==> src/rtl/bpq_pkg.sv <==
// shared types and constants of the button press event queue
// no dependencies
`timescale 1ns / 1ps

package bpq_pkg;

  localparam int KEY_W   = 8;
  localparam int TICK_W  = 9;
  localparam int CNT_W   = 10;
  localparam int WORD_W  = 19;
  localparam int CFG_IDX_W = 2;

  localparam logic [WORD_W-1:0] CODE_REPEAT_EARLY = 19'h10000;
  localparam logic [WORD_W-1:0] CODE_REPEAT_LATE  = 19'h40000;
  localparam logic [CNT_W-1:0]  COUNT_MAX         = 10'd1023;

  // register reset values
  localparam logic [KEY_W-1:0]  KEY_CODE_RST  = 8'd1;
  localparam logic [KEY_W-1:0]  PRESS_MIN_RST = 8'd2;
  localparam logic [TICK_W-1:0] HOLD_RST      = 9'd200;
  localparam logic [TICK_W-1:0] REPEAT_RST    = 9'd100;
  // 0 mod 100 and 200 mod 100
  localparam logic [TICK_W-1:0] PHASE_RST     = 9'd0;
  localparam logic [TICK_W-1:0] HOLD_MOD_RST  = 9'd0;

  localparam logic REQ_TICK    = 1'b0;
  localparam logic REQ_READ    = 1'b1;
  localparam logic PIN_PRESSED = 1'b0;

  // remainder unit: one dividend bit per cycle
  localparam int MOD_STEPS  = CNT_W;
  localparam int MOD_STEP_W = $clog2(MOD_STEPS + 1);

  // queues between and after the two halves
  localparam int CMD_DEPTH = 2;
  localparam int OUT_DEPTH = 4;
  localparam int OUT_CNT_W = $clog2(OUT_DEPTH + 1);

  typedef enum logic [CFG_IDX_W-1:0] {
    CFG_KEY_CODE     = 2'd0,
    CFG_PRESS_MIN    = 2'd1,
    CFG_HOLD_TICKS   = 2'd2,
    CFG_REPEAT_TICKS = 2'd3
  } cfg_idx_t;

  typedef enum logic [1:0] {
    MODE_IDLE  = 2'd0,
    MODE_SHORT = 2'd1,
    MODE_LONG  = 2'd2
  } mode_t;

  typedef enum logic [1:0] {
    RC_IDLE = 2'd0,
    RC_CNT  = 2'd1,
    RC_HOLD = 2'd2
  } rc_state_t;

  typedef struct packed {
    logic              is_read;
    logic              push_en;
    logic [WORD_W-1:0] word;
  } cmd_t;

  typedef struct packed {
    logic [WORD_W-1:0] key_word;
    logic              was_empty;
  } res_t;

endpackage

==> src/rtl/bpq_mod_unit.sv <==
// iterative remainder unit, one restoring step per cycle
// depends on bpq_pkg
`timescale 1ns / 1ps

module bpq_mod_unit import bpq_pkg::*; (
  input  logic              clk,
  input  logic              rst_n,
  input  logic              start,
  input  logic [CNT_W-1:0]  dividend,
  input  logic [TICK_W-1:0] divisor,
  output logic              done,
  output logic [TICK_W-1:0] rem
);

  logic                  busy_r;
  logic                  done_r;
  logic [MOD_STEP_W-1:0] step_r;
  logic [CNT_W-1:0]      quo_r;
  logic [TICK_W-1:0]     rem_r;
  logic [TICK_W-1:0]     div_r;
  logic [CNT_W-1:0]      trial;
  logic [TICK_W-1:0]     rem_nxt;

  always_comb begin
    trial = {rem_r, quo_r[CNT_W-1]};
    if (trial >= {1'b0, div_r}) begin
      rem_nxt = TICK_W'(trial - {1'b0, div_r});
    end else begin
      rem_nxt = trial[TICK_W-1:0];
    end
  end

  always_ff @(posedge clk) begin
    if (!rst_n) begin
      busy_r <= 1'b0;
      done_r <= 1'b0;
      step_r <= '0;
    end else begin
      done_r <= busy_r && (step_r == MOD_STEP_W'(1));
      if (start && !busy_r) begin
        busy_r <= 1'b1;
        step_r <= MOD_STEP_W'(MOD_STEPS);
      end else if (busy_r) begin
        step_r <= step_r - MOD_STEP_W'(1);
        if (step_r == MOD_STEP_W'(1)) begin
          busy_r <= 1'b0;
        end
      end
    end
  end

  always_ff @(posedge clk) begin
    if (start && !busy_r) begin
      quo_r <= dividend;
      rem_r <= '0;
      div_r <= divisor;
    end else if (busy_r) begin
      quo_r <= {quo_r[CNT_W-2:0], 1'b0};
      rem_r <= rem_nxt;
    end
  end

  assign done = done_r;
  assign rem  = rem_r;

endmodule

==> src/rtl/bpq_front.sv <==
// front half: config registers, press mode tracking and event classification
// depends on bpq_pkg and bpq_mod_unit
`timescale 1ns / 1ps

module bpq_front import bpq_pkg::*; (
  input  logic                 clk,
  input  logic                 rst_n,
  input  logic                 cfg_wr,
  input  logic [CFG_IDX_W-1:0] cfg_index,
  input  logic [TICK_W-1:0]    cfg_data,
  input  logic                 acc,
  input  logic                 req_type,
  input  logic                 pin_level,
  output logic                 busy,
  output cmd_t                 cmd
);

  logic [KEY_W-1:0]  key_code_r;
  logic [KEY_W-1:0]  press_min_r;
  logic [TICK_W-1:0] hold_ticks_r;
  logic [TICK_W-1:0] repeat_ticks_r;

  mode_t             mode_r, mode_nxt;
  logic [CNT_W-1:0]  count_r, count_nxt;
  logic [TICK_W-1:0] phase_r, phase_nxt;
  logic [TICK_W-1:0] hold_mod_r, hold_mod_nxt;
  rc_state_t         rc_r, rc_nxt;
  logic              recalc_r, recalc_nxt;

  logic              mod_start;
  logic [CNT_W-1:0]  mod_dividend;
  logic              mod_done;
  logic [TICK_W-1:0] mod_rem;

  logic [CNT_W-1:0]  phase_inc;
  logic [TICK_W-1:0] cphase;
  logic [CNT_W:0]    cnt_inc;
  logic [CNT_W:0]    lim;
  logic [CNT_W-1:0]  dm_wide;
  logic [TICK_W-1:0] dm;
  logic [CNT_W-1:0]  folded;
  logic              early;
  logic [WORD_W-1:0] word;
  cfg_idx_t          idx;

  assign idx = cfg_idx_t'(cfg_index);

  bpq_mod_unit u_mod (
    .clk      (clk),
    .rst_n    (rst_n),
    .start    (mod_start),
    .dividend (mod_dividend),
    .divisor  (repeat_ticks_r),
    .done     (mod_done),
    .rem      (mod_rem)
  );

  // count and phase arithmetic, phase is count mod repeat period
  always_comb begin
    phase_inc = {1'b0, phase_r} + CNT_W'(1);
    if (phase_inc == {1'b0, repeat_ticks_r}) begin
      cphase = '0;
    end else begin
      cphase = phase_inc[TICK_W-1:0];
    end
    cnt_inc = {1'b0, count_r} + (CNT_W+1)'(1);
    lim     = {2'b00, hold_ticks_r} + {2'b00, repeat_ticks_r};
    if (cphase >= hold_mod_r) begin
      dm_wide = {1'b0, cphase} - {1'b0, hold_mod_r};
    end else begin
      dm_wide = {1'b0, cphase} + {1'b0, repeat_ticks_r} - {1'b0, hold_mod_r};
    end
    dm     = dm_wide[TICK_W-1:0];
    folded = {1'b0, hold_ticks_r} + {1'b0, dm};
  end

  // press mode machine
  always_comb begin
    mode_nxt  = mode_r;
    count_nxt = count_r;
    phase_nxt = phase_r;
    word      = '0;
    early     = 1'b0;
    if (acc && (req_type == REQ_TICK)) begin
      if (pin_level == PIN_PRESSED) begin
        if ((mode_r == MODE_LONG) && (repeat_ticks_r != '0)) begin
          if (cnt_inc >= lim) begin
            count_nxt = folded;
          end else begin
            count_nxt = cnt_inc[CNT_W-1:0];
            early     = cnt_inc < {2'b00, hold_ticks_r};
          end
          phase_nxt = cphase;
          if (cphase == '0) begin
            word = (early ? CODE_REPEAT_EARLY : CODE_REPEAT_LATE)
                   | {{(WORD_W-KEY_W){1'b0}}, key_code_r};
          end
        end else begin
          if (count_r != COUNT_MAX) begin
            count_nxt = cnt_inc[CNT_W-1:0];
            phase_nxt = cphase;
          end
          unique case (mode_r)
            MODE_IDLE: begin
              if ((count_nxt > {2'b00, press_min_r}) &&
                  (count_nxt < {1'b0, hold_ticks_r})) begin
                mode_nxt = MODE_SHORT;
              end
            end
            MODE_SHORT: begin
              if (count_nxt >= {1'b0, hold_ticks_r}) begin
                mode_nxt  = MODE_LONG;
                count_nxt = '0;
                phase_nxt = '0;
              end
            end
            default: begin
            end
          endcase
        end
      end else begin
        if (mode_r == MODE_SHORT) begin
          word = {{(WORD_W-KEY_W){1'b0}}, key_code_r};
        end
        mode_nxt  = MODE_IDLE;
        count_nxt = '0;
        phase_nxt = '0;
      end
    end
  end

  // recompute count mod period and hold mod period after a hold or period write
  always_comb begin
    rc_nxt       = rc_r;
    recalc_nxt   = recalc_r;
    hold_mod_nxt = hold_mod_r;
    mod_start    = 1'b0;
    mod_dividend = count_r;
    unique case (rc_r)
      RC_IDLE: begin
        if (recalc_r) begin
          mod_start  = 1'b1;
          recalc_nxt = 1'b0;
          rc_nxt     = RC_CNT;
        end
      end
      RC_CNT: begin
        if (mod_done) begin
          mod_start    = 1'b1;
          mod_dividend = {1'b0, hold_ticks_r};
          rc_nxt       = RC_HOLD;
        end
      end
      RC_HOLD: begin
        if (mod_done) begin
          hold_mod_nxt = mod_rem;
          rc_nxt       = RC_IDLE;
        end
      end
      default: begin
        rc_nxt = RC_IDLE;
      end
    endcase
    if (cfg_wr && ((idx == CFG_HOLD_TICKS) || (idx == CFG_REPEAT_TICKS))) begin
      recalc_nxt = 1'b1;
    end
  end

  always_ff @(posedge clk) begin
    if (!rst_n) begin
      key_code_r     <= KEY_CODE_RST;
      press_min_r    <= PRESS_MIN_RST;
      hold_ticks_r   <= HOLD_RST;
      repeat_ticks_r <= REPEAT_RST;
      mode_r         <= MODE_IDLE;
      count_r        <= '0;
      phase_r        <= PHASE_RST;
      hold_mod_r     <= HOLD_MOD_RST;
      rc_r           <= RC_IDLE;
      recalc_r       <= 1'b0;
    end else begin
      if (cfg_wr) begin
        unique case (idx)
          CFG_KEY_CODE:     key_code_r     <= cfg_data[KEY_W-1:0];
          CFG_PRESS_MIN:    press_min_r    <= cfg_data[KEY_W-1:0];
          CFG_HOLD_TICKS:   hold_ticks_r   <= cfg_data;
          CFG_REPEAT_TICKS: repeat_ticks_r <= cfg_data;
          default: begin
          end
        endcase
      end
      mode_r     <= mode_nxt;
      count_r    <= count_nxt;
      phase_r    <= ((rc_r == RC_CNT) && mod_done) ? mod_rem : phase_nxt;
      hold_mod_r <= hold_mod_nxt;
      rc_r       <= rc_nxt;
      recalc_r   <= recalc_nxt;
    end
  end

  assign busy         = recalc_r || (rc_r != RC_IDLE);
  assign cmd.is_read  = (req_type == REQ_READ);
  assign cmd.push_en  = (word != '0);
  assign cmd.word     = word;

endmodule

==> src/rtl/bpq_fifo.sv <==
// small register fifo used between and after the two halves
// no dependencies
`timescale 1ns / 1ps

module bpq_fifo #(
  parameter int WIDTH = 20,
  parameter int DEPTH = 4
) (
  input  logic                       clk,
  input  logic                       rst_n,
  input  logic                       push,
  input  logic [WIDTH-1:0]           din,
  input  logic                       pop,
  output logic [WIDTH-1:0]           dout,
  output logic                       full,
  output logic                       empty,
  output logic [$clog2(DEPTH+1)-1:0] count
);

  localparam int AW = $clog2(DEPTH);
  localparam int CW = $clog2(DEPTH + 1);

  logic [WIDTH-1:0] mem_r [DEPTH];
  logic [AW-1:0]    wr_ptr_r, rd_ptr_r;
  logic [CW-1:0]    count_r, count_nxt;
  logic             do_push, do_pop;

  assign full    = (count_r == CW'(DEPTH));
  assign empty   = (count_r == '0);
  assign do_push = push && !full;
  assign do_pop  = pop && !empty;

  always_comb begin
    count_nxt = count_r;
    if (do_push && !do_pop) begin
      count_nxt = count_r + CW'(1);
    end else if (do_pop && !do_push) begin
      count_nxt = count_r - CW'(1);
    end
  end

  always_ff @(posedge clk) begin
    if (!rst_n) begin
      wr_ptr_r <= '0;
      rd_ptr_r <= '0;
      count_r  <= '0;
    end else begin
      count_r <= count_nxt;
      if (do_push) begin
        wr_ptr_r <= (wr_ptr_r == AW'(DEPTH-1)) ? '0 : wr_ptr_r + AW'(1);
      end
      if (do_pop) begin
        rd_ptr_r <= (rd_ptr_r == AW'(DEPTH-1)) ? '0 : rd_ptr_r + AW'(1);
      end
    end
  end

  always_ff @(posedge clk) begin
    if (do_push) begin
      mem_r[wr_ptr_r] <= din;
    end
  end

  assign dout  = mem_r[rd_ptr_r];
  assign count = count_r;

endmodule

==> src/rtl/bpq_back.sv <==
// back half: event ring memory, pops and result formation
// depends on bpq_pkg
`timescale 1ns / 1ps

module bpq_back import bpq_pkg::*; #(
  parameter int QUEUE_DEPTH = 16
) (
  input  logic                 clk,
  input  logic                 rst_n,
  input  logic                 cmd_empty,
  input  cmd_t                 cmd,
  output logic                 cmd_pop,
  input  logic [OUT_CNT_W-1:0] out_count,
  output logic                 res_push,
  output res_t                 res
);

  localparam int PTR_W = $clog2(QUEUE_DEPTH);

  logic [WORD_W-1:0] event_store_r [QUEUE_DEPTH];
  logic [WORD_W-1:0] mem_q_r;
  logic [PTR_W-1:0]  wr_ptr_r, rd_ptr_r;
  logic              b2_valid_r;
  logic              b2_is_read_r;
  logic              b2_empty_r;
  logic [OUT_CNT_W:0] pending;
  logic              issue;
  logic              ring_empty;
  logic              mem_we, mem_re;

  // reserve an output slot for the result still in the read stage
  assign pending    = {1'b0, out_count} + (OUT_CNT_W+1)'(b2_valid_r);
  assign issue      = !cmd_empty && (pending < (OUT_CNT_W+1)'(OUT_DEPTH));
  assign ring_empty = (rd_ptr_r == wr_ptr_r);
  assign mem_we     = issue && !cmd.is_read && cmd.push_en;
  assign mem_re     = issue && cmd.is_read && !ring_empty;
  assign cmd_pop    = issue;

  always_ff @(posedge clk) begin
    if (!rst_n) begin
      wr_ptr_r   <= '0;
      rd_ptr_r   <= '0;
      b2_valid_r <= 1'b0;
    end else begin
      b2_valid_r <= issue;
      if (mem_we) begin
        wr_ptr_r <= (wr_ptr_r == PTR_W'(QUEUE_DEPTH-1)) ? '0 : wr_ptr_r + PTR_W'(1);
      end
      if (mem_re) begin
        rd_ptr_r <= (rd_ptr_r == PTR_W'(QUEUE_DEPTH-1)) ? '0 : rd_ptr_r + PTR_W'(1);
      end
    end
  end

  always_ff @(posedge clk) begin
    if (mem_we) begin
      event_store_r[wr_ptr_r] <= cmd.word;
    end
    if (mem_re) begin
      mem_q_r <= event_store_r[rd_ptr_r];
    end
    if (issue) begin
      b2_is_read_r <= cmd.is_read;
      b2_empty_r   <= ring_empty;
    end
  end

  assign res_push      = b2_valid_r;
  assign res.key_word  = (b2_is_read_r && !b2_empty_r) ? mem_q_r : '0;
  assign res.was_empty = b2_is_read_r && b2_empty_r;

endmodule

==> src/rtl/button_press_event_queue_top.sv <==
// top level of the button press event queue: front, command fifo, back, result fifo
// depends on bpq_pkg, bpq_front, bpq_mod_unit, bpq_fifo and bpq_back
`timescale 1ns / 1ps

// One input item (a tick carrying a pin sample, or a read) is taken per clock
// while in_full is low, and gives exactly one result. Ticks return a zero
// word; reads pop the oldest queued key event or report an empty queue. Each
// item passes the command fifo, the ring access with registered ring read and
// the result fifo write before its result shows on the out_ ports. A
// write to hold_ticks or repeat_ticks starts a remainder recompute in the
// bit-serial unit of the front: in_full stays high after that write until
// both ten-step passes (count, then hold) and their hand-over are done, and a
// second such write while it runs starts one more full recompute. Writes to
// the other registers cost nothing. The event ring needs no clearing pass
// after reset. cfg_ready is always high.
module button_press_event_queue_top import bpq_pkg::*; #(
  parameter int QUEUE_DEPTH = 16
) (
  input  logic                 clk,
  input  logic                 rst_n,
  // input channel
  input  logic                 in_push,
  output logic                 in_full,
  input  logic                 in_req_type,
  input  logic                 in_pin_level,
  // result channel
  output logic                 out_empty,
  input  logic                 out_pop,
  output logic [WORD_W-1:0]    out_key_word,
  output logic                 out_was_empty,
  // configuration write channel
  input  logic                 cfg_valid,
  output logic                 cfg_ready,
  input  logic [CFG_IDX_W-1:0] cfg_index,
  input  logic [TICK_W-1:0]    cfg_data
);

  logic                 in_acc;
  logic                 front_busy;
  cmd_t                 front_cmd;
  cmd_t                 cmd_head;
  logic                 cmd_full;
  logic                 cmd_empty;
  logic                 cmd_pop;
  logic                 res_push;
  res_t                 res;
  res_t                 out_head;
  logic [OUT_CNT_W-1:0] out_count;

  // config port never stalls
  assign cfg_ready = 1'b1;

  // input transfer when the command fifo has room and no recompute runs
  assign in_full = cmd_full || front_busy;
  assign in_acc  = in_push && !in_full;

  // front updates press state at the input transfer and emits one command
  bpq_front u_front (
    .clk       (clk),
    .rst_n     (rst_n),
    .cfg_wr    (cfg_valid && cfg_ready),
    .cfg_index (cfg_index),
    .cfg_data  (cfg_data),
    .acc       (in_acc),
    .req_type  (in_req_type),
    .pin_level (in_pin_level),
    .busy      (front_busy),
    .cmd       (front_cmd)
  );

  // short decoupling queue between the two halves
  bpq_fifo #(
    .WIDTH ($bits(cmd_t)),
    .DEPTH (CMD_DEPTH)
  ) u_cmd_fifo (
    .clk   (clk),
    .rst_n (rst_n),
    .push  (in_acc),
    .din   (front_cmd),
    .pop   (cmd_pop),
    .dout  (cmd_head),
    .full  (cmd_full),
    .empty (cmd_empty),
    .count ()
  );

  // back writes queued events and serves reads in command order
  bpq_back #(
    .QUEUE_DEPTH (QUEUE_DEPTH)
  ) u_back (
    .clk       (clk),
    .rst_n     (rst_n),
    .cmd_empty (cmd_empty),
    .cmd       (cmd_head),
    .cmd_pop   (cmd_pop),
    .out_count (out_count),
    .res_push  (res_push),
    .res       (res)
  );

  // result queue, its head is what the out_ ports show
  bpq_fifo #(
    .WIDTH ($bits(res_t)),
    .DEPTH (OUT_DEPTH)
  ) u_out_fifo (
    .clk   (clk),
    .rst_n (rst_n),
    .push  (res_push),
    .din   (res),
    .pop   (out_pop),
    .dout  (out_head),
    .full  (),
    .empty (out_empty),
    .count (out_count)
  );

  assign out_key_word  = out_head.key_word;
  assign out_was_empty = out_head.was_empty;

endmodule

==> config.mk <==
export PLATFORM = sky130hd
export DESIGN_NAME = button_press_event_queue_top
export DESIGN_NICKNAME = d
export VERILOG_FILES = /design/src/rtl/bpq_pkg.sv /design/src/rtl/bpq_mod_unit.sv /design/src/rtl/bpq_front.sv /design/src/rtl/bpq_fifo.sv /design/src/rtl/bpq_back.sv /design/src/rtl/button_press_event_queue_top.sv
export SDC_FILE = /design/constraint.sdc
export NUM_CORES = 1
export LEC_CHECK = 0
export BUFFER_PORTS_ARGS = -buffer_cell sky130_fd_sc_hd__buf_2
export CAP_MARGIN = 25
export CORE_ASPECT_RATIO = 0.9
export CORE_MARGIN = 8
export CORE_UTILIZATION = 50
export CTS_BUF_LIST = sky130_fd_sc_hd__clkbuf_4 sky130_fd_sc_hd__clkbuf_8 sky130_fd_sc_hd__clkbuf_16
export CTS_CLUSTER_SIZE = 30
export DETAILED_ROUTE_END_ITERATION = 7
export PLACE_DENSITY = 0.72
export RECOVER_POWER = 100
export SYNTH_ARGS = -nofsm -noshare
export SYNTH_HDL_FRONTEND = slang
export SYNTH_SLANG_ARGS = --single-unit
==> constraint.sdc <==
create_clock -name clk -period 7.25 [get_ports clk]
set_input_delay 0.3625 -clock clk [delete_from_list [all_inputs] [get_ports clk]]
set_output_delay 0.3625 -clock clk [all_outputs]
set_load 0.01 [all_outputs]
==> results.sh, run 1 <==
export IMPL_die_w_um=217
export IMPL_hold_class="in2reg"
export IMPL_arrival_ns=7.09
export IMPL_fin_area_um2=20000
export IMPL_tritoncts="done"
export IMPL_n_antenna_cell=0
export IMPL_p_leak_nw=7.38
export IMPL_yosysSeqAreaShare_pct=54.3
export IMPL_path_class="reg2reg"
export IMPL_worst_slack_ns=0.537
export IMPL_p_sw_mw=1.41
export IMPL_ys_seq_elements=364
export IMPL_clock_sinks=364
export IMPL_skew_ns=0.0140
export IMPL_avgSynthCellArea_um2=12.5
export IMPL_vias=11406
export IMPL_finalHoldViolations=0
export IMPL_dpl_instance_area_um2=18800
export IMPL_hp_start="cfg_data[8]"
export IMPL_synth_edf_count=259
export IMPL_drive_gt1_share_pct=12.0
export IMPL_power_density_nw_per_um2=268
export IMPL_numCtsBuffers=37
export IMPL_violations="max-capacitance violations, max-slew violations"
export IMPL_area_delta_synth_final_pct=9.95
export IMPL_wire_per_inst_um=20.4
export IMPL_multi_input_area_um2=7720
export IMPL_synthMuxAreaShare_pct=11.5
export IMPL_slew_viol_final=47
export IMPL_yosysWarnings=0
export IMPL_relSlewSlack_pct=-147
export IMPL_clk_path_buf_depth=3
export IMPL_end_kind="flip-flop"
export IMPL_min_period_ns=6.71
export IMPL_seqCellArea_um2=9880
export IMPL_yosysTopAreaCell="edfxtp_1"
export IMPL_port_buffers=30
export IMPL_ant_nets=0
export IMPL_r2r_setup_slack_ns=0.54
export IMPL_max_freq_ghz=0.149
export IMPL_ios=41
export IMPL_fillers=2963
export IMPL_pre_cts_slack_ns=0.463
export IMPL_synth_top_family_by_area="multiplexers"
export IMPL_whs_ns=0.122
export IMPL_placementRows=66
export IMPL_grt_max_degree=70
export IMPL_synth_top_area_share_pct=42.8
export IMPL_synth_compound_area_share_pct=8.35
export IMPL_sw_frac_of_total_pct=26.3
export IMPL_reg2reg_depth=26
export IMPL_r2r_start="u_front.phase_r[0]$_SDFFE_PN0P_"
export IMPL_grt_pass1_wl_um=63700
export IMPL_min_to="u_front.hold_ticks_r[8]$_SDFFE_PN0P_"
export IMPL_synthTopCellsByArea="edfxtp_1 43%, dfxtp_1 12%, mux4_2 7.6%"
export IMPL_fp_coreArea_um2=36000
export IMPL_setup_tns_final_ns=0
export IMPL_critPathLaunchType="flip-flop"
export IMPL_drv_cap=1
export IMPL_min_path_cells=3
export IMPL_synthSimpleGateAreaFrac_pct=10.7
export IMPL_grt_overflow=0
export IMPL_via_per_inst=5.74
export IMPL_synth_common_cells="259 x edfxtp_1, 121 x nand2_1, 118 x nor2_1, 105 x dfxtp_1, 98 x ha_1"
export IMPL_status="complete, but fails checks"
export IMPL_yosysMostFrequentCell="edfxtp_1"
export IMPL_worst_pin_slew_ns=3.71
export IMPL_initial_core_util_pct=50.5
export IMPL_die_h_um=197
export IMPL_rsz0062_at_grt="no"
export IMPL_post_route_period_util_pct=92.6
export IMPL_intPower_mw=3.96
export IMPL_p_clk_share_pct=36.6
export IMPL_crit_fanout=10
export IMPL_async_reset_ff_share_pct=0
export IMPL_clk_pin_slew_ns=0.06
export IMPL_yosys_cell_types_count=88
export IMPL_postRouteWirelength_um=40600
export IMPL_synth_adder_area_share_pct=8.06
export IMPL_clk_latency_ns=0.53
export IMPL_critPathRequiredTime_ns=7.63
export IMPL_drt_iter0_drc=916
export IMPL_comb_power_share_pct=15.7
export IMPL_hpwl_um=27800
export IMPL_pwr_share_seq_pct=47.8
export IMPL_synth_xor_xnor_area_share_pct=3.61
export IMPL_grt_pass1_vias=11230
export IMPL_antenna_found_initial=0
export IMPL_clockRootBuffer="clkbuf_16"
export IMPL_layout_nets=1611
export IMPL_grt_usage_pct=18.8
export IMPL_syn_cell_area_um2=18200
export IMPL_reg2reg_to="u_front.count_r[9]$_SDFFE_PN0P_"
export IMPL_drt_pass1_iter_count=5
export IMPL_drc_errors=0
export IMPL_synth_flop_cell="edfxtp_1"
export IMPL_finalWeightedCongestion=0.871
export IMPL_setup_violations_final=0
export IMPL_dieArea_um2=42700
export IMPL_htree_levels=2
export IMPL_netlist_instances=1450
export IMPL_ir_worst_vdd_mv=0.162
-- cell usage in the layout (no fill, tap or decap), drive strengths merged, types with 19 or more instances in the layout --
cell type  instances
xnor2             38
mux2              25
o21ai             32
nor3              21
clkbuf            88
mux2i             43
nor2             118
xor2              30
mux4              61
edfxtp           259
a21o              22
buf               19
a31oi             20
nand2            122
ha                98
inv               78
dfxtp            105
nand3             31
a21oi             63
-- area by class of cell --
class                      count  area share (%)
sequential                   364            49.4
multi-input combinational    947            38.6
clock buffer                  49            5.20
tap                          476            2.98
inverter                      76            1.43
timing repair buffer          58            1.27
clock inverter                18            1.10
-- power groups by stage --
stage	combinational [mW]	clock, mW	sequential, mW
3_5_place_dp	0.853	0	2.60
4_1_cts	0.865	1.99	2.56
2_1_floorplan	0.649	0	2.55
3_3_place_gp	0.820	0	2.60
5_1_grt	0.937	2.06	2.58
6_report	0.840	1.96	2.56
-- metal layers --
metal | share of wire [%] | vias up | track usage, %
met4 | 2.5 | 0 | 5.11
met5 | 0 | - | 0
li1 | - | 5410 | -
met2 | 49 | 312 | 31.9
met1 | 44 | 5619 | 25.2
met3 | 4.6 | 65 | 2.33
-- state kept, by name, indices dropped and copies added (netlist names), 10 cells and up, named ones only --
signal,count
u_cmd_fifo.mem_r,24
u_front.count_r,10
u_out_fifo.mem_r,44
u_front.u_mod.quo_r,10
u_back.event_store_r,160
u_back.mem_q_r,10
-- kinds of logic (layout without fill, tap and decap cells) --
family | after synthesis | after routing
buf+inv | 147 | 201
fa+ha+maj | 111 | 111
simple gates | 402 | 402
other cells | 2 | 10
compound gates | 226 | 226
xor+xnor | 69 | 69
flops | 364 | 364
mux | 129 | 129
-- per-stage QoR --
step                      utilization, %  total power, mW  cells
after floorplan                        -             3.19   1458
after global placement              52.1             3.42   1911
after detailed placement            52.3             3.46   1916
after CTS                           55.8             5.41   1983
after global routing                55.5             5.58   1988
final                               55.5             5.37   1988
-- what timing repair did --
action / in CTS / in global routing
buffers inserted: 0 / 0
gates resized for setup: 0 / 1
endpoints found under the setup margin: 0 / 1
hold buffers: 0 / 0
-- worst max path at each step --
stage | from | end | slack, ns | depth (start not counted)
2_1_floorplan | u_front.phase_r[1]$_SDFFE_PN0P_ | u_front.count_r[9]$_SDFFE_PN0P_ | 1.26 | 27
3_3_place_gp | u_front.phase_r[0]$_SDFFE_PN0P_ | u_front.count_r[9]$_SDFFE_PN0P_ | 0.59 | 26
3_5_place_dp | u_front.phase_r[0]$_SDFFE_PN0P_ | u_front.count_r[9]$_SDFFE_PN0P_ | 0.46 | 26
4_1_cts | u_front.phase_r[0]$_SDFFE_PN0P_ | u_front.count_r[9]$_SDFFE_PN0P_ | 0.45 | 26
5_1_grt | u_front.phase_r[0]$_SDFFE_PN0P_ | u_front.count_r[9]$_SDFFE_PN0P_ | 0.07 | 26
6_report | u_front.phase_r[0]$_SDFFE_PN0P_ | u_front.count_r[9]$_SDFFE_PN0P_ | 0.54 | 26
-- critical path: stages (launching register included) --
cell      delay (ns)
dfxtp_1         0.53
ha_1            0.37
nand3_2         0.17
a311oi_1        0.29
o21ai_1         0.14
nor4b_4         0.52
and2_2          0.35
nor2b_1         0.14
ha_1            0.34
a21o_1          0.16
nand2_1         0.08
maj3_1          0.37
a22oi_1         0.19
nor2_1          0.12
or3b_4          0.45
nand2_4         0.16
mux2_4          0.33
ha_1            0.27
a21o_1          0.18
a21o_1          0.19
a21o_1          0.17
a21oi_1         0.21
o21ai_0         0.17
a21o_1          0.20
a211o_1         0.28
o211ai_1        0.09
a21oi_1         0.09
Note: power is estimated with default switching activity, not from simulation.
==> run 2, diff against run 1 <==
CTS_BUF_LIST = sky130_fd_sc_hd__clkbuf_4   (was sky130_fd_sc_hd__clkbuf_4 sky130_fd_sc_hd__clkbuf_8 sky130_fd_sc_hd__clkbuf_16)
==> results.sh, run 2 (synthesis gave the netlist of run 1 again) <==
export IMPL_area_delta_synth_final_pct=10.7
export IMPL_fp_coreArea_um2=36000
export IMPL_cts_setup_buffers=0
export IMPL_largest_register_ffs=160
export IMPL_postRouteWirelength_um=40500
export IMPL_regMostFlops="u_back.event_store_r"
export IMPL_dieArea_um2=42700
export IMPL_clk_pin_slew_ns=0.07
export IMPL_drt_iter0_drc=1032
export IMPL_numCtsBuffers=90
export IMPL_layout_nets=1680
export IMPL_port_buffers=30
export IMPL_critPathLaunchType="flip-flop"
export IMPL_hold_class="in2reg"
export IMPL_clockRootBuffer="clkbuf_4"
export IMPL_via_per_inst=5.62
export IMPL_critPathRequiredTime_ns=7.81
export IMPL_multi_input_area_um2=7720
export IMPL_ant_nets=0
export IMPL_placementRows=66
export IMPL_final_cell_mix="259 x edfxtp_1, 137 x clkbuf_4, 121 x nand2_1"
export IMPL_fillers=3013
export IMPL_reg_top3="u_back.event_store_r: 160 flops, u_out_fifo.mem_r: 44 flops, u_cmd_fifo.mem_r: 24 flops"
export IMPL_setup_violations_final=0
export IMPL_fin_cells=2100
export IMPL_skew_ns=0.0456
export IMPL_dpl_cell_count=1916
export IMPL_die_w_um=217
export IMPL_p_leak_nw=7.55
export IMPL_grt_overflow=0
export IMPL_setup_tns_final_ns=0
export IMPL_wire_per_inst_um=19.3
export IMPL_grt_pass1_wl_um=64000
export IMPL_post_route_period_util_pct=91.9
export IMPL_die_h_um=197
export IMPL_violations="max-capacitance violations, max-slew violations"
export IMPL_max_freq_ghz=0.150
export IMPL_htree_levels=3
export IMPL_clk_latency_ns=0.71
export IMPL_drt_pass1_iter_count=7
export IMPL_status="complete, but fails checks"
export IMPL_clk_path_buf_depth=3
export IMPL_arrival_ns=7.23
export IMPL_grt_usage_pct=18.9
export IMPL_finalHoldViolations=0
export IMPL_min_period_ns=6.66
export IMPL_hpwl_um=27800
export IMPL_grt_max_degree=70
export IMPL_layout_commonest_cell="edfxtp_1"
export IMPL_grt_pass1_vias=11633
export IMPL_crit_fanout=10
export IMPL_seqCellArea_um2=9880
export IMPL_relSlewSlack_pct=-150
export IMPL_ios=41
export IMPL_finalWeightedCongestion=0.871
export IMPL_tritoncts="done"
export IMPL_antenna_found_initial=1
export IMPL_drc_errors=0
export IMPL_vias=11812
export IMPL_end_kind="flip-flop"
export IMPL_path_class="reg2reg"
export IMPL_clock_sinks=364
export IMPL_slew_viol_final=47
export IMPL_power_density_nw_per_um2=259
export IMPL_worst_pin_slew_ns=3.75
export IMPL_ir_worst_vdd_mv=0.122
export IMPL_drive_gt1_share_pct=16.3
export IMPL_initial_core_util_pct=50.5
export IMPL_drv_cap=1
export IMPL_rsz0062_at_grt="no"
==> run 2: cell count changes in the layout (fill, tap and decap cells not counted), sizes merged <==
| cell | before | now |
|---|---|---|
| clkbuf | 88 | 178 |
| clkinv | 11 | 18 |
| clkinvlp | 1 | 0 |
| diode | 0 | 1 |
| dlygate4sd3 | 0 | 14 |
| inv | 78 | 79 |
==> run 2: worst paths after layout <==
| check | endpoint | slack (ns) | cells after the start | startpoint |
|---|---|---|---|---|
| setup / recovery | u_front.count_r[9]$_SDFFE_PN0P_ | 0.59 | 26 | u_front.phase_r[0]$_SDFFE_PN0P_ |
| hold reg to reg | u_front.key_code_r[0]$_SDFFE_PN1P_ | 0.49 | 2 | u_front.key_code_r[0]$_SDFFE_PN1P_ |
| hold / removal | flip-flop | 0.13 | 4 | out_pop |
| setup reg to reg | u_front.count_r[9]$_SDFFE_PN0P_ | 0.59 | 26 | u_front.phase_r[0]$_SDFFE_PN0P_ |
==> run 2: area by class of cell <==
type                    count  share of cell area, %
multi-input cells         947                   38.4
inverters                  76                   1.42
clock inverters            25                   1.05
clock buffers             137                   5.11
diodes                      1                 0.0124
flip-flops and latches    364                   49.1
well taps                 476                   2.96
repair buffers             74                   2.00
==> run 2: power breakdown <==
| group | internal (mW) | switching (mW) |
|---|---|---|
| logic | 0.353 | 0.489 |
| registers | 2.44 | 0.118 |
| clock network | 1.01 | 0.804 |
==> run 2: per-stage QoR <==
stage | total power, mW | instance area (um2) | worst slack [ns] | hold WS, ns | utilization [%]
detailed placement | 3.46 | 18800 | 0.463 | 0.461 | 52.3
finish | 5.21 | 20100 | 0.585 | 0.132 | 55.9
CTS | 5.28 | 20200 | 0.461 | 0.0577 | 56.2
floorplan | 3.19 | 18200 | 1.26 | 0.443 | -
global placement | 3.42 | 18800 | 0.589 | 0.464 | 52.1
global route | 5.47 | 20100 | 0.0714 | 0.111 | 55.9
==> run 2: per-layer routing <==
metal	wire length, um	GRT usage (%)	vias to the layer above	part of all wire, %
met5	0	0	-	0
met4	992	6.73	0	2.5
met3	2360	3.43	72	5.8
met2	19900	31.7	392	49
met1	17200	24.4	5725	43
li1	-	-	5623	-
==> run 2: repair_timing <==
item                                    4_1_cts  5_1_grt
endpoints found under the hold margin        39        0
hold buffers                                 14        0
endpoints found under the setup margin        0        1
resized for setup                             0        1
==> run 2: critical path, cell delays in order (launching register included) <==
cell      delay [ns]
dfxtp_1         0.52
ha_1            0.37
nand3_2         0.17
a311oi_1        0.29
o21ai_1         0.14
nor4b_4         0.50
and2_2          0.35
nor2b_1         0.14
ha_1            0.34
a21o_1          0.16
nand2_1         0.08
maj3_1          0.37
a22oi_1         0.19
nor2_1          0.12
or3b_4          0.45
nand2_4         0.16
mux2_4          0.33
ha_1            0.27
a21o_1          0.18
a21o_1          0.19
a21o_1          0.17
a21oi_1         0.21
o21ai_0         0.17
a21o_1          0.20
a211o_1         0.28
o211ai_1        0.09
a21oi_1         0.08
==> run 3, diff against run 2 <==
PLACE_DENSITY = 0.66   (was 0.72)
==> results.sh, run 3 (synthesis gave the netlist of run 1 again) <==
export IMPL_r2r_start="u_front.phase_r[0]$_SDFFE_PN0P_"
export IMPL_layout_commonest_cell="edfxtp_1"
export IMPL_largest_register_ffs=160
export IMPL_power_density_nw_per_um2=255
export IMPL_post_route_period_util_pct=92.4
export IMPL_die_h_um=197
export IMPL_startpoint="u_front.phase_r[0]$_SDFFE_PN0P_"
export IMPL_met1_usage_pct=25.4
export IMPL_wire_per_inst_um=20.2
export IMPL_slowest_delay_ns=0.54
export IMPL_hpwl_um=28600
export IMPL_end_kind="flip-flop"
export IMPL_holdBufCountCts=14
export IMPL_use_met2_pct=33.1
export IMPL_drt_iter0_drc=902
export IMPL_grtUsageMet3_pct=4.17
export IMPL_fin_area_um2=20100
export IMPL_numCtsBuffers=90
export IMPL_vias=11842
export IMPL_top_usage_layer="met2"
export IMPL_dieArea_um2=42700
export IMPL_crit_top_cell="a21o_1"
export IMPL_regMostFlops="u_back.event_store_r"
export IMPL_fp_coreArea_um2=36000
export IMPL_ir_worst_vdd_mv=0.120
export IMPL_p_leak_nw=7.51
export IMPL_setup_violations_final=0
export IMPL_reg2reg_to="u_front.count_r[9]$_SDFFE_PN0P_"
export IMPL_tritoncts="done"
export IMPL_grt_usage_pct=19.9
export IMPL_drv_cap=1
export IMPL_ios=41
export IMPL_dpl_cell_count=1924
export IMPL_totalPowerFinal_mw=5.13
export IMPL_fin_cells=2098
export IMPL_post_cts_resized=0
export IMPL_setup_tns_final_ns=0
export IMPL_slew_viol_final=47
export IMPL_rsz0062_at_grt="no"
export IMPL_worst_slack_ns=0.554
export IMPL_min_period_ns=6.70
export IMPL_port_buffers=30
export IMPL_status="complete, but fails checks"
export IMPL_cpMaxStageDelayCell="dfxtp_1"
export IMPL_htree_levels=3
export IMPL_finalWeightedCongestion=0.899
export IMPL_grt_pass1_vias=11997
export IMPL_dpl_instance_area_um2=18900
export IMPL_drc_errors=0
export IMPL_worst_pin_slew_ns=3.64
export IMPL_pre_cts_slack_ns=0.684
export IMPL_placementRows=66
export IMPL_relSlewSlack_pct=-143
export IMPL_drive_gt1_share_pct=16.0
export IMPL_grt_pass1_wl_um=66900
export IMPL_whs_ns=0.103
export IMPL_clk_path_buf_depth=3
export IMPL_final_cell_mix="259 x edfxtp_1, 135 x clkbuf_4, 121 x nand2_1"
export IMPL_antenna_found_initial=1
export IMPL_max_freq_ghz=0.149
export IMPL_initial_core_util_pct=50.5
export IMPL_crit_fanout=10
export IMPL_clockRootBuffer="clkbuf_4"
export IMPL_final_util_pct=55.8
export IMPL_violations="max-capacitance violations, max-slew violations"
export IMPL_reg_top3="u_back.event_store_r: 160 flops, u_out_fifo.mem_r: 44 flops, u_cmd_fifo.mem_r: 24 flops"
export IMPL_cts_setup_buffers=0
export IMPL_area_delta_synth_final_pct=10.4
export IMPL_path_class="reg2reg"
export IMPL_grt_overflow=0
export IMPL_critPathRequiredTime_ns=7.83
export IMPL_finalHoldViolations=0
export IMPL_drt_pass1_iter_count=5
export IMPL_clk_latency_ns=0.73
export IMPL_clk_pin_slew_ns=0.06
export IMPL_clock_sinks=364
export IMPL_hold_class="in2reg"
export IMPL_arrival_ns=7.27
export IMPL_postRouteWirelength_um=42400
export IMPL_layout_nets=1683
export IMPL_grt_max_degree=50
export IMPL_die_w_um=217
export IMPL_ant_nets=0
export IMPL_skew_ns=0.0521
export IMPL_r2r_setup_slack_ns=0.55
export IMPL_via_per_inst=5.64
export IMPL_reg2reg_depth=27
export IMPL_critPathLaunchType="flip-flop"
export IMPL_crit_end="u_front.count_r[9]$_SDFFE_PN0P_"
[run 3: critical path: cells and delay by family (launching register included)]
family | cells | cell delay, ns
flops | 1 | 0.54
simple gates | 5 | 1.18
buf+inv | 2 | 0.26
fa+ha+maj | 3 | 1.04
mux | 1 | 0.39
compound gates | 16 | 3.13
[run 3: how the worst min path moves through the flow]
stage | startpoint | to | slack [ns] | cells past startpoint
after floorplan | u_front.u_mod.step_r[3]$_SDFFE_PN0P_ | u_front.u_mod.step_r[3]$_SDFFE_PN0P_ | 0.44 | 1
after global placement | u_front.u_mod.step_r[3]$_SDFFE_PN0P_ | u_front.u_mod.step_r[3]$_SDFFE_PN0P_ | 0.46 | 1
after detailed placement | u_front.u_mod.step_r[3]$_SDFFE_PN0P_ | u_front.u_mod.step_r[3]$_SDFFE_PN0P_ | 0.47 | 1
after CTS | out_pop | u_out_fifo.rd_ptr_r[0]$_SDFFE_PN0P_ | 0.04 | 4
after global routing | out_pop | flip-flop | 0.09 | 4
final | out_pop | u_out_fifo.rd_ptr_r[0]$_SDFFE_PN0P_ | 0.10 | 4
[run 3: cell type report]
class | instances | area [um2]
Antenna cell | 1 | 2.50
Clock buffer | 135 | 1010
Clock inverter | 22 | 151
Fill cell | 3040 | 15900
Inverter | 76 | 285
Multi-Input combinational cell | 947 | 7720
Sequential cell | 364 | 9880
Tap cell | 476 | 596
Timing Repair Buffer | 77 | 437
[run 3: power breakdown]
part / switching [mW] / total, mW / internal, mW / leakage [nW]
clock: 0.798 / 1.72 / 0.921 / 0.690
combinational: 0.493 / 0.845 / 0.352 / 3.60
sequential: 0.117 / 2.56 / 2.45 / 3.22
[run 3: per-layer routing]
layer  vias to the layer above  wire length [um]
li1                       5615                 -
met1                      5760             18000
met2                       380             20800
met3                        87              2650
met4                         0               992
met5                         -                 0
